--- config.mk ---
export PLATFORM = sky130hd
export DESIGN_NAME = slotted_timer_wheel_top_flat
export DESIGN_NICKNAME = d
export VERILOG_FILES = /design/src/hw/rtl/stw_pkg.sv /design/src/hw/rtl/stw_if.sv /design/src/hw/rtl/stw_front.sv /design/src/hw/rtl/stw_back.sv /design/src/hw/rtl/slotted_timer_wheel_top.sv /design/src/flat_wrapper.sv
export SDC_FILE = /design/constraint.sdc
export NUM_CORES = 2
export LEC_CHECK = 0
export BUFFER_PORTS_ARGS = -buffer_cell sky130_fd_sc_hd__buf_2
export CAP_MARGIN = 20
export CORE_UTILIZATION = 60
export CTS_BUF_LIST = sky130_fd_sc_hd__clkbuf_2 sky130_fd_sc_hd__clkbuf_4 sky130_fd_sc_hd__clkbuf_8
export CTS_CLUSTER_SIZE = 25
export DETAILED_ROUTE_END_ITERATION = 16
export PLACE_DENSITY = 0.76
export SYNTH_ARGS = -nofsm -noshare
export SYNTH_HDL_FRONTEND = slang
export SYNTH_SLANG_ARGS = --single-unit
--- constraint.sdc ---
create_clock -name i_clk -period 12 [get_ports i_clk]
set_input_delay 0.6 -clock i_clk [delete_from_list [all_inputs] [get_ports i_clk]]
set_output_delay 0.6 -clock i_clk [all_outputs]
set_load 0.02 [all_outputs]
--- src/hw/rtl/stw_pkg.sv ---
// Package for the slotted timer wheel: widths, codes and request/result words.
// No dependencies.
package stw_pkg;
    localparam int SLOT_SHIFT = 3;
    localparam int NUM_SLOTS  = 128;
    localparam int NUM_TIMERS = 32;
    localparam int ID_W       = 5;
    localparam int SLOT_W     = $clog2(NUM_SLOTS);
    localparam int TIDX_W     = $clog2(NUM_TIMERS);
    localparam int VCNT_W     = $clog2(NUM_SLOTS + 1);

    localparam logic [1:0] REQ_ADD = 2'd0;
    localparam logic [1:0] REQ_DEL = 2'd1;
    localparam logic [1:0] REQ_CHK = 2'd2;
    localparam logic [1:0] REQ_NOP = 2'd3;

    localparam logic [1:0] RK_ADD  = 2'd0;
    localparam logic [1:0] RK_DEL  = 2'd1;
    localparam logic [1:0] RK_FIRE = 2'd2;
    localparam logic [1:0] RK_DONE = 2'd3;

    localparam logic [1:0] ST_OK    = 2'd0;
    localparam logic [1:0] ST_ARMED = 2'd1;
    localparam logic [1:0] ST_PAST  = 2'd2;

    typedef struct packed {
        logic [1:0]  req_type;
        logic [4:0]  timer_id;
        logic [31:0] expiry_time;
        logic [31:0] now_time;
    } t_req;

    typedef struct packed {
        logic [1:0] result_kind;
        logic [4:0] fired_id;
        logic       was_armed;
        logic [1:0] add_status;
        logic [5:0] expired_count;
        logic       last_of_run;
    } t_res;

    function automatic logic time_after(input logic [31:0] a, input logic [31:0] b);
        logic [31:0] d;
        d = a - b;
        return (d != 32'd0) && !d[31];
    endfunction
endpackage

--- src/hw/rtl/stw_if.sv ---
// Valid/ready channel interfaces for requests and results.
// Depends on stw_pkg.
interface stw_req_if;
    import stw_pkg::*;
    logic valid;
    logic ready;
    t_req data;
    modport source (output valid, output data, input ready);
    modport sink (input valid, input data, output ready);
endinterface

interface stw_res_if;
    import stw_pkg::*;
    logic valid;
    logic ready;
    t_res data;
    modport source (output valid, output data, input ready);
    modport sink (input valid, input data, output ready);
endinterface

--- src/hw/rtl/stw_front.sv ---
// Front end: drops unknown requests, queues the rest in a two-word FIFO.
// Depends on stw_pkg and stw_if.
module stw_front (
    input  logic i_clk,
    input  logic i_rst_n,
    stw_req_if.sink   i_req,
    stw_req_if.source o_q
);
    import stw_pkg::*;
    t_req       r_mem [2];
    logic       r_wp, r_rp;
    logic [1:0] r_cnt;
    logic       w_push, w_pop;

    assign i_req.ready = (r_cnt != 2'd2);
    assign w_push = i_req.valid && i_req.ready && (i_req.data.req_type != REQ_NOP);
    assign w_pop  = o_q.valid && o_q.ready;
    assign o_q.valid = (r_cnt != 2'd0);
    assign o_q.data  = r_mem[r_rp];

    always_ff @(posedge i_clk) begin
        if (!i_rst_n) begin
            r_wp <= 1'b0;
            r_rp <= 1'b0;
            r_cnt <= 2'd0;
        end else begin
            if (w_push) r_wp <= ~r_wp;
            if (w_pop) r_rp <= ~r_rp;
            r_cnt <= r_cnt + {1'b0, w_push} - {1'b0, w_pop};
        end
        if (w_push) r_mem[r_wp] <= i_req.data;
    end
endmodule

--- src/hw/rtl/stw_back.sv ---
// Back end: timer table, add/delete, and the slot walk of a check.
// Depends on stw_pkg and stw_if.
module stw_back (
    input  logic i_clk,
    input  logic i_rst_n,
    stw_req_if.sink   i_q,
    stw_res_if.source o_res
);
    import stw_pkg::*;
    localparam logic [1:0] S_IDLE = 2'd0;
    localparam logic [1:0] S_SCAN = 2'd1;
    localparam logic [1:0] S_PICK = 2'd2;
    localparam logic [1:0] S_DONE = 2'd3;

    logic [NUM_TIMERS-1:0] r_armed;
    logic [31:0] r_exp [NUM_TIMERS];
    logic [15:0] r_seq [NUM_TIMERS];
    logic [15:0] r_ins;
    logic [31:0] r_last;
    logic [1:0]  r_st;
    logic [31:0] r_now, r_slot;
    logic [VCNT_W-1:0] r_vis;
    logic [TIDX_W:0]   r_i;
    logic        r_hit;
    logic [TIDX_W-1:0] r_best;
    logic [31:0] r_blate;
    logic [15:0] r_bage;
    logic [5:0]  r_cnt;
    logic        r_ov;
    t_res        r_out;

    logic        w_take, w_free;
    t_req        w_q;
    logic [TIDX_W-1:0] w_ci;
    logic [TIDX_W-1:0] w_tid;
    logic        w_cand;
    logic [31:0] w_late;
    logic [15:0] w_age;
    logic        w_id_ok;
    logic [1:0]  w_add_st;
    logic        w_was;
    logic        w_load;

    function automatic t_res res_word(input logic [1:0] kind, input logic [ID_W-1:0] id,
                                      input logic armed, input logic [1:0] st,
                                      input logic [5:0] cnt, input logic last);
        t_res r;
        r.result_kind   = kind;
        r.fired_id      = id;
        r.was_armed     = armed;
        r.add_status    = st;
        r.expired_count = cnt;
        r.last_of_run   = last;
        return r;
    endfunction

    assign w_q    = i_q.data;
    assign w_free = !r_ov || o_res.ready;
    assign i_q.ready = (r_st == S_IDLE) && w_free;
    assign w_take = i_q.valid && i_q.ready;
    assign o_res.valid = r_ov;
    assign o_res.data  = r_out;
    assign w_id_ok = ({1'b0, w_q.timer_id} < 6'(NUM_TIMERS));
    assign w_tid   = w_q.timer_id[TIDX_W-1:0];

    assign w_add_st = (!w_id_ok || r_armed[w_tid]) ? ST_ARMED
                    : !time_after(w_q.expiry_time, w_q.now_time) ? ST_PAST : ST_OK;
    assign w_was    = w_id_ok && r_armed[w_tid];

    // a new word goes out on an ack, a fire or a done
    assign w_load = ((r_st == S_IDLE) && w_take && (w_q.req_type != REQ_CHK))
                 || ((r_st == S_PICK) && r_hit && w_free)
                 || ((r_st == S_DONE) && w_free);

    assign w_ci   = r_i[TIDX_W-1:0];
    assign w_late = r_now - r_exp[w_ci];
    assign w_age  = r_ins - r_seq[w_ci];
    assign w_cand = r_armed[w_ci]
        && (r_exp[w_ci][SLOT_SHIFT+SLOT_W-1:SLOT_SHIFT]
            == r_slot[SLOT_SHIFT+SLOT_W-1:SLOT_SHIFT])
        && !time_after(r_exp[w_ci], r_now);

    always_ff @(posedge i_clk) begin
        if (!i_rst_n) begin
            r_armed <= '0;
            r_ins <= '0;
            r_last <= '0;
            r_st <= S_IDLE;
            r_ov <= 1'b0;
        end else begin
            r_ov <= w_load || (r_ov && !o_res.ready);
            case (r_st)
                S_IDLE: begin
                    if (w_take) begin
                        case (w_q.req_type)
                            REQ_ADD: begin
                                r_out <= res_word(RK_ADD, w_q.timer_id, 1'b0, w_add_st,
                                                  6'd0, 1'b1);
                                if (w_add_st == ST_OK) begin
                                    r_armed[w_tid] <= 1'b1;
                                    r_exp[w_tid] <= w_q.expiry_time;
                                    r_seq[w_tid] <= r_ins;
                                    r_ins <= r_ins + 16'd1;
                                end
                            end
                            REQ_DEL: begin
                                r_out <= res_word(RK_DEL, w_q.timer_id, w_was, ST_OK,
                                                  6'd0, 1'b1);
                                if (w_was) r_armed[w_tid] <= 1'b0;
                            end
                            default: begin
                                r_now <= w_q.now_time;
                                r_slot <= {w_q.now_time[31:SLOT_SHIFT], {SLOT_SHIFT{1'b0}}};
                                r_vis <= '0;
                                r_cnt <= '0;
                                r_i <= '0;
                                r_hit <= 1'b0;
                                r_st <= S_SCAN;
                            end
                        endcase
                    end
                end
                S_SCAN: begin
                    // stop once past the last checked slot or after a full turn
                    if (r_vis == VCNT_W'(NUM_SLOTS) || (r_slot - r_last) >= 32'h8000_0000) begin
                        r_st <= S_DONE;
                    end else if (r_i == (TIDX_W+1)'(NUM_TIMERS)) begin
                        r_st <= S_PICK;
                    end else begin
                        if (w_cand && (!r_hit || w_late > r_blate
                                || (w_late == r_blate && w_age > r_bage))) begin
                            r_hit <= 1'b1;
                            r_best <= w_ci;
                            r_blate <= w_late;
                            r_bage <= w_age;
                        end
                        r_i <= r_i + 1'b1;
                    end
                end
                S_PICK: begin
                    if (!r_hit) begin
                        r_slot <= r_slot - (32'd1 << SLOT_SHIFT);
                        r_vis <= r_vis + 1'b1;
                        r_i <= '0;
                        r_st <= S_SCAN;
                    end else if (w_free) begin
                        r_out <= res_word(RK_FIRE, ID_W'(r_best), 1'b0, ST_OK, 6'd0, 1'b0);
                        r_armed[r_best] <= 1'b0;
                        r_cnt <= r_cnt + 6'd1;
                        r_hit <= 1'b0;
                        r_i <= '0;
                        r_st <= S_SCAN;
                    end
                end
                default: begin
                    if (w_free) begin
                        r_out <= res_word(RK_DONE, '0, 1'b0, ST_OK, r_cnt, 1'b1);
                        r_last <= {r_now[31:SLOT_SHIFT], {SLOT_SHIFT{1'b0}}};
                        r_st <= S_IDLE;
                    end
                end
            endcase
        end
    end
endmodule

--- src/hw/rtl/slotted_timer_wheel_top.sv ---
// Slotted timer wheel, top level.
// Request channel i_req carries req_type, timer_id, expiry_time, now_time;
// result channel o_res carries one word per result (acks, fires, done).
// A front FIFO of two words decouples request intake from the back end.
// Add and delete give one ack each, held in the back end's output register;
// with the receiver ready the back end takes one add or delete a cycle.
// A check scans all 32 timer entries per slot, one entry a cycle in the
// back end's sequencer, rescans the slot after each fired timer, visits
// up to 128 slots and then sends the done word.
// The back end takes no new request until the done word is out.
// Reset (synchronous, active low) disarms all timers, clears the insert
// counter and the last checked slot time. When the receiver stalls the
// output register holds its word, the back end waits, and the front FIFO
// fills and then drops ready. Unknown request codes are discarded.
// Depends on stw_pkg, stw_if, stw_front, stw_back.
module slotted_timer_wheel_top (
    input  logic i_clk,
    input  logic i_rst_n,
    stw_req_if.sink   i_req,
    stw_res_if.source o_res
);
    import stw_pkg::*;
    stw_req_if u_q ();

    stw_front u_front (.i_clk(i_clk), .i_rst_n(i_rst_n), .i_req(i_req), .o_q(u_q.source));
    stw_back  u_back  (.i_clk(i_clk), .i_rst_n(i_rst_n), .i_q(u_q.sink), .o_res(o_res));
endmodule

--- src/flat_wrapper.sv ---
// flat-port wrapper written by rule: the top's interface ports become plain ports
module slotted_timer_wheel_top_flat import stw_pkg::*;
  (i_clk, i_rst_n, i_req_valid, i_req_data, i_req_ready, o_res_valid, o_res_data, o_res_ready);
  stw_req_if i_req_i ();
  stw_res_if o_res_i ();
  input  logic i_clk;
  input  logic i_rst_n;
  input wire logic [$bits(i_req_i.valid)-1:0] i_req_valid;
  input wire logic [$bits(i_req_i.data)-1:0] i_req_data;
  output wire logic [$bits(i_req_i.ready)-1:0] i_req_ready;
  output wire logic [$bits(o_res_i.valid)-1:0] o_res_valid;
  output wire logic [$bits(o_res_i.data)-1:0] o_res_data;
  input wire logic [$bits(o_res_i.ready)-1:0] o_res_ready;
  assign i_req_i.valid = i_req_valid;
  assign i_req_i.data = i_req_data;
  assign i_req_ready = i_req_i.ready;
  assign o_res_valid = o_res_i.valid;
  assign o_res_data = o_res_i.data;
  assign o_res_i.ready = o_res_ready;
  slotted_timer_wheel_top u_core (.i_clk(i_clk), .i_rst_n(i_rst_n), .i_req(i_req_i), .o_res(o_res_i));
endmodule
# ---- Word-level counts from Yosys, hierarchy flattened
# Memories as Yosys holds them, arrays and structs flattened. A register that Yosys moved wholly into a read port is not among the register bits.
# Cells that the tools add are included.
dict set report classes {
  addsub 12
  magnitude_cmp 8
  n_mul 0
  shifts 0
  n_bitwise 12
  reduce_logical 54
  eq_ne 24
  mux 69
  div_mod_pow 0
}
# op count
set op_table {}
lappend op_table {{$mux 32} 8}
lappend op_table {{$pmux 32 s2} 3}
lappend op_table {{$sub 32x32->32} 4}
lappend op_table {{$mux 17} 4}
lappend op_table {{$and 32x32->32} 2}
lappend op_table {{$not 32->32} 2}
lappend op_table {{$reduce_bool 32->1} 2}
lappend op_table {{$pmux 17 s3} 1}
lappend op_table {{$mux 6} 8}
lappend op_table {{$pmux 17 s2} 1}
lappend op_table {{$eq 32x32->1} 1}
lappend op_table {{$ge 32x32->1 const B} 1}
lappend op_table {{$gt 32x32->1} 1}
lappend op_table {{$or 32x32->32} 1}
lappend op_table {{$sub 32x4->32 const B} 1}
lappend op_table {{$reduce_and 7->1} 4}
lappend op_table {{$mux 8} 3}
lappend op_table {{$ne 2x2->1 const B} 11}
lappend op_table {{$mux 1} 21}
lappend op_table {{$logic_and 1x1->1} 18}
lappend op_table {{$lt 5x6->1 const B} 3}
lappend op_table {{$mux 2} 9}
lappend op_table {{$pmux 6 s3} 1}
lappend op_table {{$add 16x1->16 const B} 1}
lappend op_table {{other kinds (34)} 68}
dict set report word_totals {
  ramBits 1678
  romBits 0
  regBits 239
  input_bits 75
  latch_bits 0
  n_memories 3
  output_inout_bits 19
  wordCells 205
}
# name depth word_bits read_ports rd_clocked_by_memory_dff write_ports line_no
set mem_list {}
lappend mem_list {u_core.u_back.r_exp 32 32 1 1 1 stw_back.sv:16} ;# logic [31:0] r_exp [NUM_TIMERS];
lappend mem_list {u_core.u_back.r_seq 32 16 1 1 1 stw_back.sv:17} ;# logic [15:0] r_seq [NUM_TIMERS];
lappend mem_list {u_core.u_front.r_mem 2 71 1 1 1 stw_front.sv:10} ;# t_req r_mem [2];

# ---- Depth between registers and ports, before layout
dict set report logic_depth {
  word_depth 12
  mapped_depth 35
  mapped_depth_nobuf 30
}

# ---- Cells and area by module
# From an unflattened synthesis, not the netlist that was laid out.
dict set report hier_totals {
  hier_cells 4879
  hier_area_um2 83467.6
}
# module n_inst area_each_um2 cells_each seq_area_each_um2
set by_module_without_submodules {}
lappend by_module_without_submodules {stw_back 1 77752.1 4632 52390.2}
lappend by_module_without_submodules {stw_front 1 5715.5 247 4364.2}

# ---- Worst setup path after synthesis
# OpenSTA, ideal clock, no wires.
dict set report synth_path {
  path_kind {reg2reg}
  startpoint {register (tool-made name)}
  endpoint {register u_core.u_back.r_bage[0], enable pin}
  t_arrival_ns 9.767
  stages_incl_launch_ff 34
  setup_ns 0.464
  synth_period_minus_slack_ns 10.231
  path_slack_ns 1.769
  n_path_buf 5
  required_time_ns 11.536
  path_cell_list {dfxtp_1 buf_2 buf_2 buf_2 clkbuf_1 buf_1 mux4_2 mux4_2 mux2i_1 inv_1 ha_1 nor2b_1 o21ai_0 a21boi_0 o21ai_0 a21oi_1 a41o_1 o41a_1 a211o_1 a41oi_1 nor2b_1 o21a_1 xor2_1 ha_1 nand4_1 or2_2 nor3_1 o41ai_1 nand3_1 nand4_1 nor4_1 a41o_1 nand3_1 nor2_1}
}
# item line_no
set synth_lines {}
lappend synth_lines {{to (signal assigned)} stw_back.sv:135} ;# r_bage <= w_age;
lappend synth_lines {{to (decl)} stw_back.sv:27} ;# logic [15:0] r_bage;

==> impl_metrics.ini <==
[sta]
setup_viol = 0
finalCritPeriodShare = 0.803
rsz0062_at_grt = false
fin_worst_skew_ns = 0.0871
final_hold_viol_count = 0
drv_slew = 0
slew_headroom = 0.131
worstMarginPinSlew_ns = 1.27
tns_ns = 0
fin_crit_ns = 9.64
max_freq_ghz = 0.104
hold_slack_ns = 0.201

[critical_path]
worstPathMaxFanout = 40
cp-start-kind = flip-flop
crit_arrival_ns = 10.32
max_stage_delay_ns = 0.95
criticalPathCategory = flip-flop to flip-flop
endpoint_kind = flip-flop
required_ns = 12.68
reg2reg_depth = 28
r2r_slack_ns = 2.36
slowest_stage = dfxtp_4

[synthesis]
synth_common_cells = edfxtp_1, mux4_2, nor2_1
synth_nets = 5091
synth_cells = 4814
yosysTopAreaCellShare = 0.664
synth_area_leaders = edfxtp_1, mux4_2, ha_1, dfxtp_1, mux2i_1
synth-edff-count = 1830
synth_cell_types = 94
ys_warn_count = 0
ys_ff_latch = 1920
synth.most_common_cell = edfxtp_1
avgSynthCellArea_um2 = 17.2
netlist_area_um2 = 82800
seq_area_frac_synth = 0.686
synth_top_cell_by_area = edfxtp_1
synthFlopType = edfxtp_1
ys_async_sr_fraction = 0

[layout]
postLayoutCoreUtil = 0.679
stdcell_area_um2 = 92500
fillCellCount = 8702
finish.net_count = 5467
drive_above_1_share = 0.246
area_delta_synth_final_pct = 11.8

[drt]
ant_nets = 0
initialDrtViolationCount = 6047
drtPass1Iterations = 9
avgRoutedWirePerCell_um = 29.3
avgViaCountPerCell = 6.57
vias = 47300
wl_um = 211000
drc = 0

[floorplan]
io_pins = 94
dieArea_um2 = 139000
row_count = 135
die_w_um = 373
coreArea_um2 = 136000
start_util = 0.608
die-height_um = 373

[cts]
numCtsBuffers = 317
cts_setup_buffers = 0
htree_levels = 5
clkLatencyLatePin_ns = 1.02
cts_tree = done
path_clk_slew_ns = 0.06
cts_root_buf = clkbuf_8
cts_buffer_depth = 4
cts.sinks = 1920
hold_buffers = 71
cts_resized = 0

[power]
ir_worst_vdd_v = 0.000170
p_leak_uw = 0.0313
p_per_area_nw_per_um2 = 248

[global_routing]
grt_pass1_vias = 46500
grt_start_max_net_pins = 122
antenna_found_initial = 7
grt_pass1_wl_um = 306000
gr-total-overflow = 0
grt_usage = 0.303

[run_status]
status = finished, final reports clean

[placement]
gp_congestion = 0.939
placed_area_um2 = 85400
portBuffers = 93
hpwlAfterDp_um = 122000

[hold_path]
hold_path.class = input port to flip-flop
holdPathStages = 4

[flow_run]
maxCapViolations = 0
-- layout by cell type, fill, tap and decap left out, types with 71 or more instances in the layout --
cell              n
edfxtp_1       1830
buf_4           110
o21ai_0         108
xnor2_1          78
buf_2            94
dfxtp_1          84
clkbuf_4        117
inv_1           224
ha_1            198
a21oi_1         180
clkbuf_8        329
nor2_1          245
mux4_2          449
dlygate4sd3_1    71
mux2i_1         120
nand2_1         223
-- worst paths after layout --
kind | endpoint | startpoint
worst min register to register | u_core.u_back.r_last[23] | u_core.u_back.r_last[23]
worst max-delay path | u_core.u_back.r_blate[17] | flip-flop
worst min-delay path | u_core.u_front.r_wp | i_req_valid
worst max register to register | u_core.u_back.r_blate[17] | flip-flop
-- per-layer routing --
| metal | part of all wire | global-route usage | routed length (µm) | vias to the layer above |
|---|---|---|---|---|
| li1 | - | - | - | 19900 |
| met1 | 0.39 | 0.424 | 82000 | 24100 |
| met2 | 0.47 | 0.473 | 99500 | 2789 |
| met3 | 0.10 | 0.0633 | 21300 | 442 |
| met4 | 0.038 | 0.116 | 7980 | 0 |
| met5 | 0 | 0 | 0 | - |
-- cell type report --
cell class / instances / area, µm² / area share
flip-flops and latches: 1920 / 56800 / 0.614
multi-input cells: 2434 / 24200 / 0.262
clock buffers: 446 / 5410 / 0.0585
repair buffers: 291 / 2390 / 0.0258
well taps: 1781 / 2230 / 0.0241
inverters: 226 / 848 / 0.00917
clock inverters: 102 / 614 / 0.00664
diodes: 2 / 5.00 / 0.0000541
-- flip-flops by register name, indices dropped and copies added (netlist names), named ones only --
name,cells
u_core.u_back.r_i,6
u_core.u_back.r_cnt,6
u_core.u_back.r_blate,32
u_core.u_back.r_st,2
u_core.u_back.r_vis,8
u_core.u_back.r_exp,1024
u_core.u_front.r_cnt,2
u_core.u_back.o_res.data,17
u_core.u_back.r_slot,29
u_core.u_back.r_ins,16
u_core.u_front.r_rp,1
u_core.u_back.r_best,5
u_core.u_back.r_last,29
u_core.u_back.r_seq,512
u_core.u_front.r_mem,142
u_core.u_back.r_hit,1
u_core.u_front.r_wp,1
u_core.u_back.o_res.valid,1
u_core.u_back.r_bage,16
u_core.u_back.r_now,32
-- power breakdown --
part / internal, µW / switching, µW / leakage, µW
combinational: 3810 / 5320 / 0.0107
clock: 3020 / 2490 / 0.00322
sequential: 7930 / 341 / 0.0174
total: 14800 / 8150 / 0.0313
-- cells by family (layout without fill, tap and decap cells) --
group	Yosys count	count (layout)	synth area share
flip-flops	1920	1920	0.686
AND/OR/NAND/NOR	834	834	0.0478
AO/OA/AOI/OAI	640	640	0.0525
multiplexers	639	639	0.146
buffers and inverters	460	1065	0.0243
adder cells (fa/ha/maj)	202	202	0.0308
XOR/XNOR	119	119	0.0126
other	0	2	0
-- through the flow --
step	setup WS, ns	instances	power (µW)
detailed placement	2.48	6567	17400
CTS	2.38	7186	22900
finish	2.36	7202	22900
global route	1.73	7202	24000
floorplan	1.77	4814	14900
global placement	2.50	6567	17300
-- critical path: cells and delay by family, from the launching register on --
| family | cells | cell delay (ns) |
|---|---|---|
| compound gates | 10 | 2.44 |
| xor+xnor | 1 | 0.11 |
| fa+ha+maj | 2 | 0.72 |
| buf+inv | 4 | 1.26 |
| flops | 1 | 0.95 |
| mux | 3 | 1.70 |
| simple gates | 8 | 2.05 |
(Power assumes the default switching activity.)
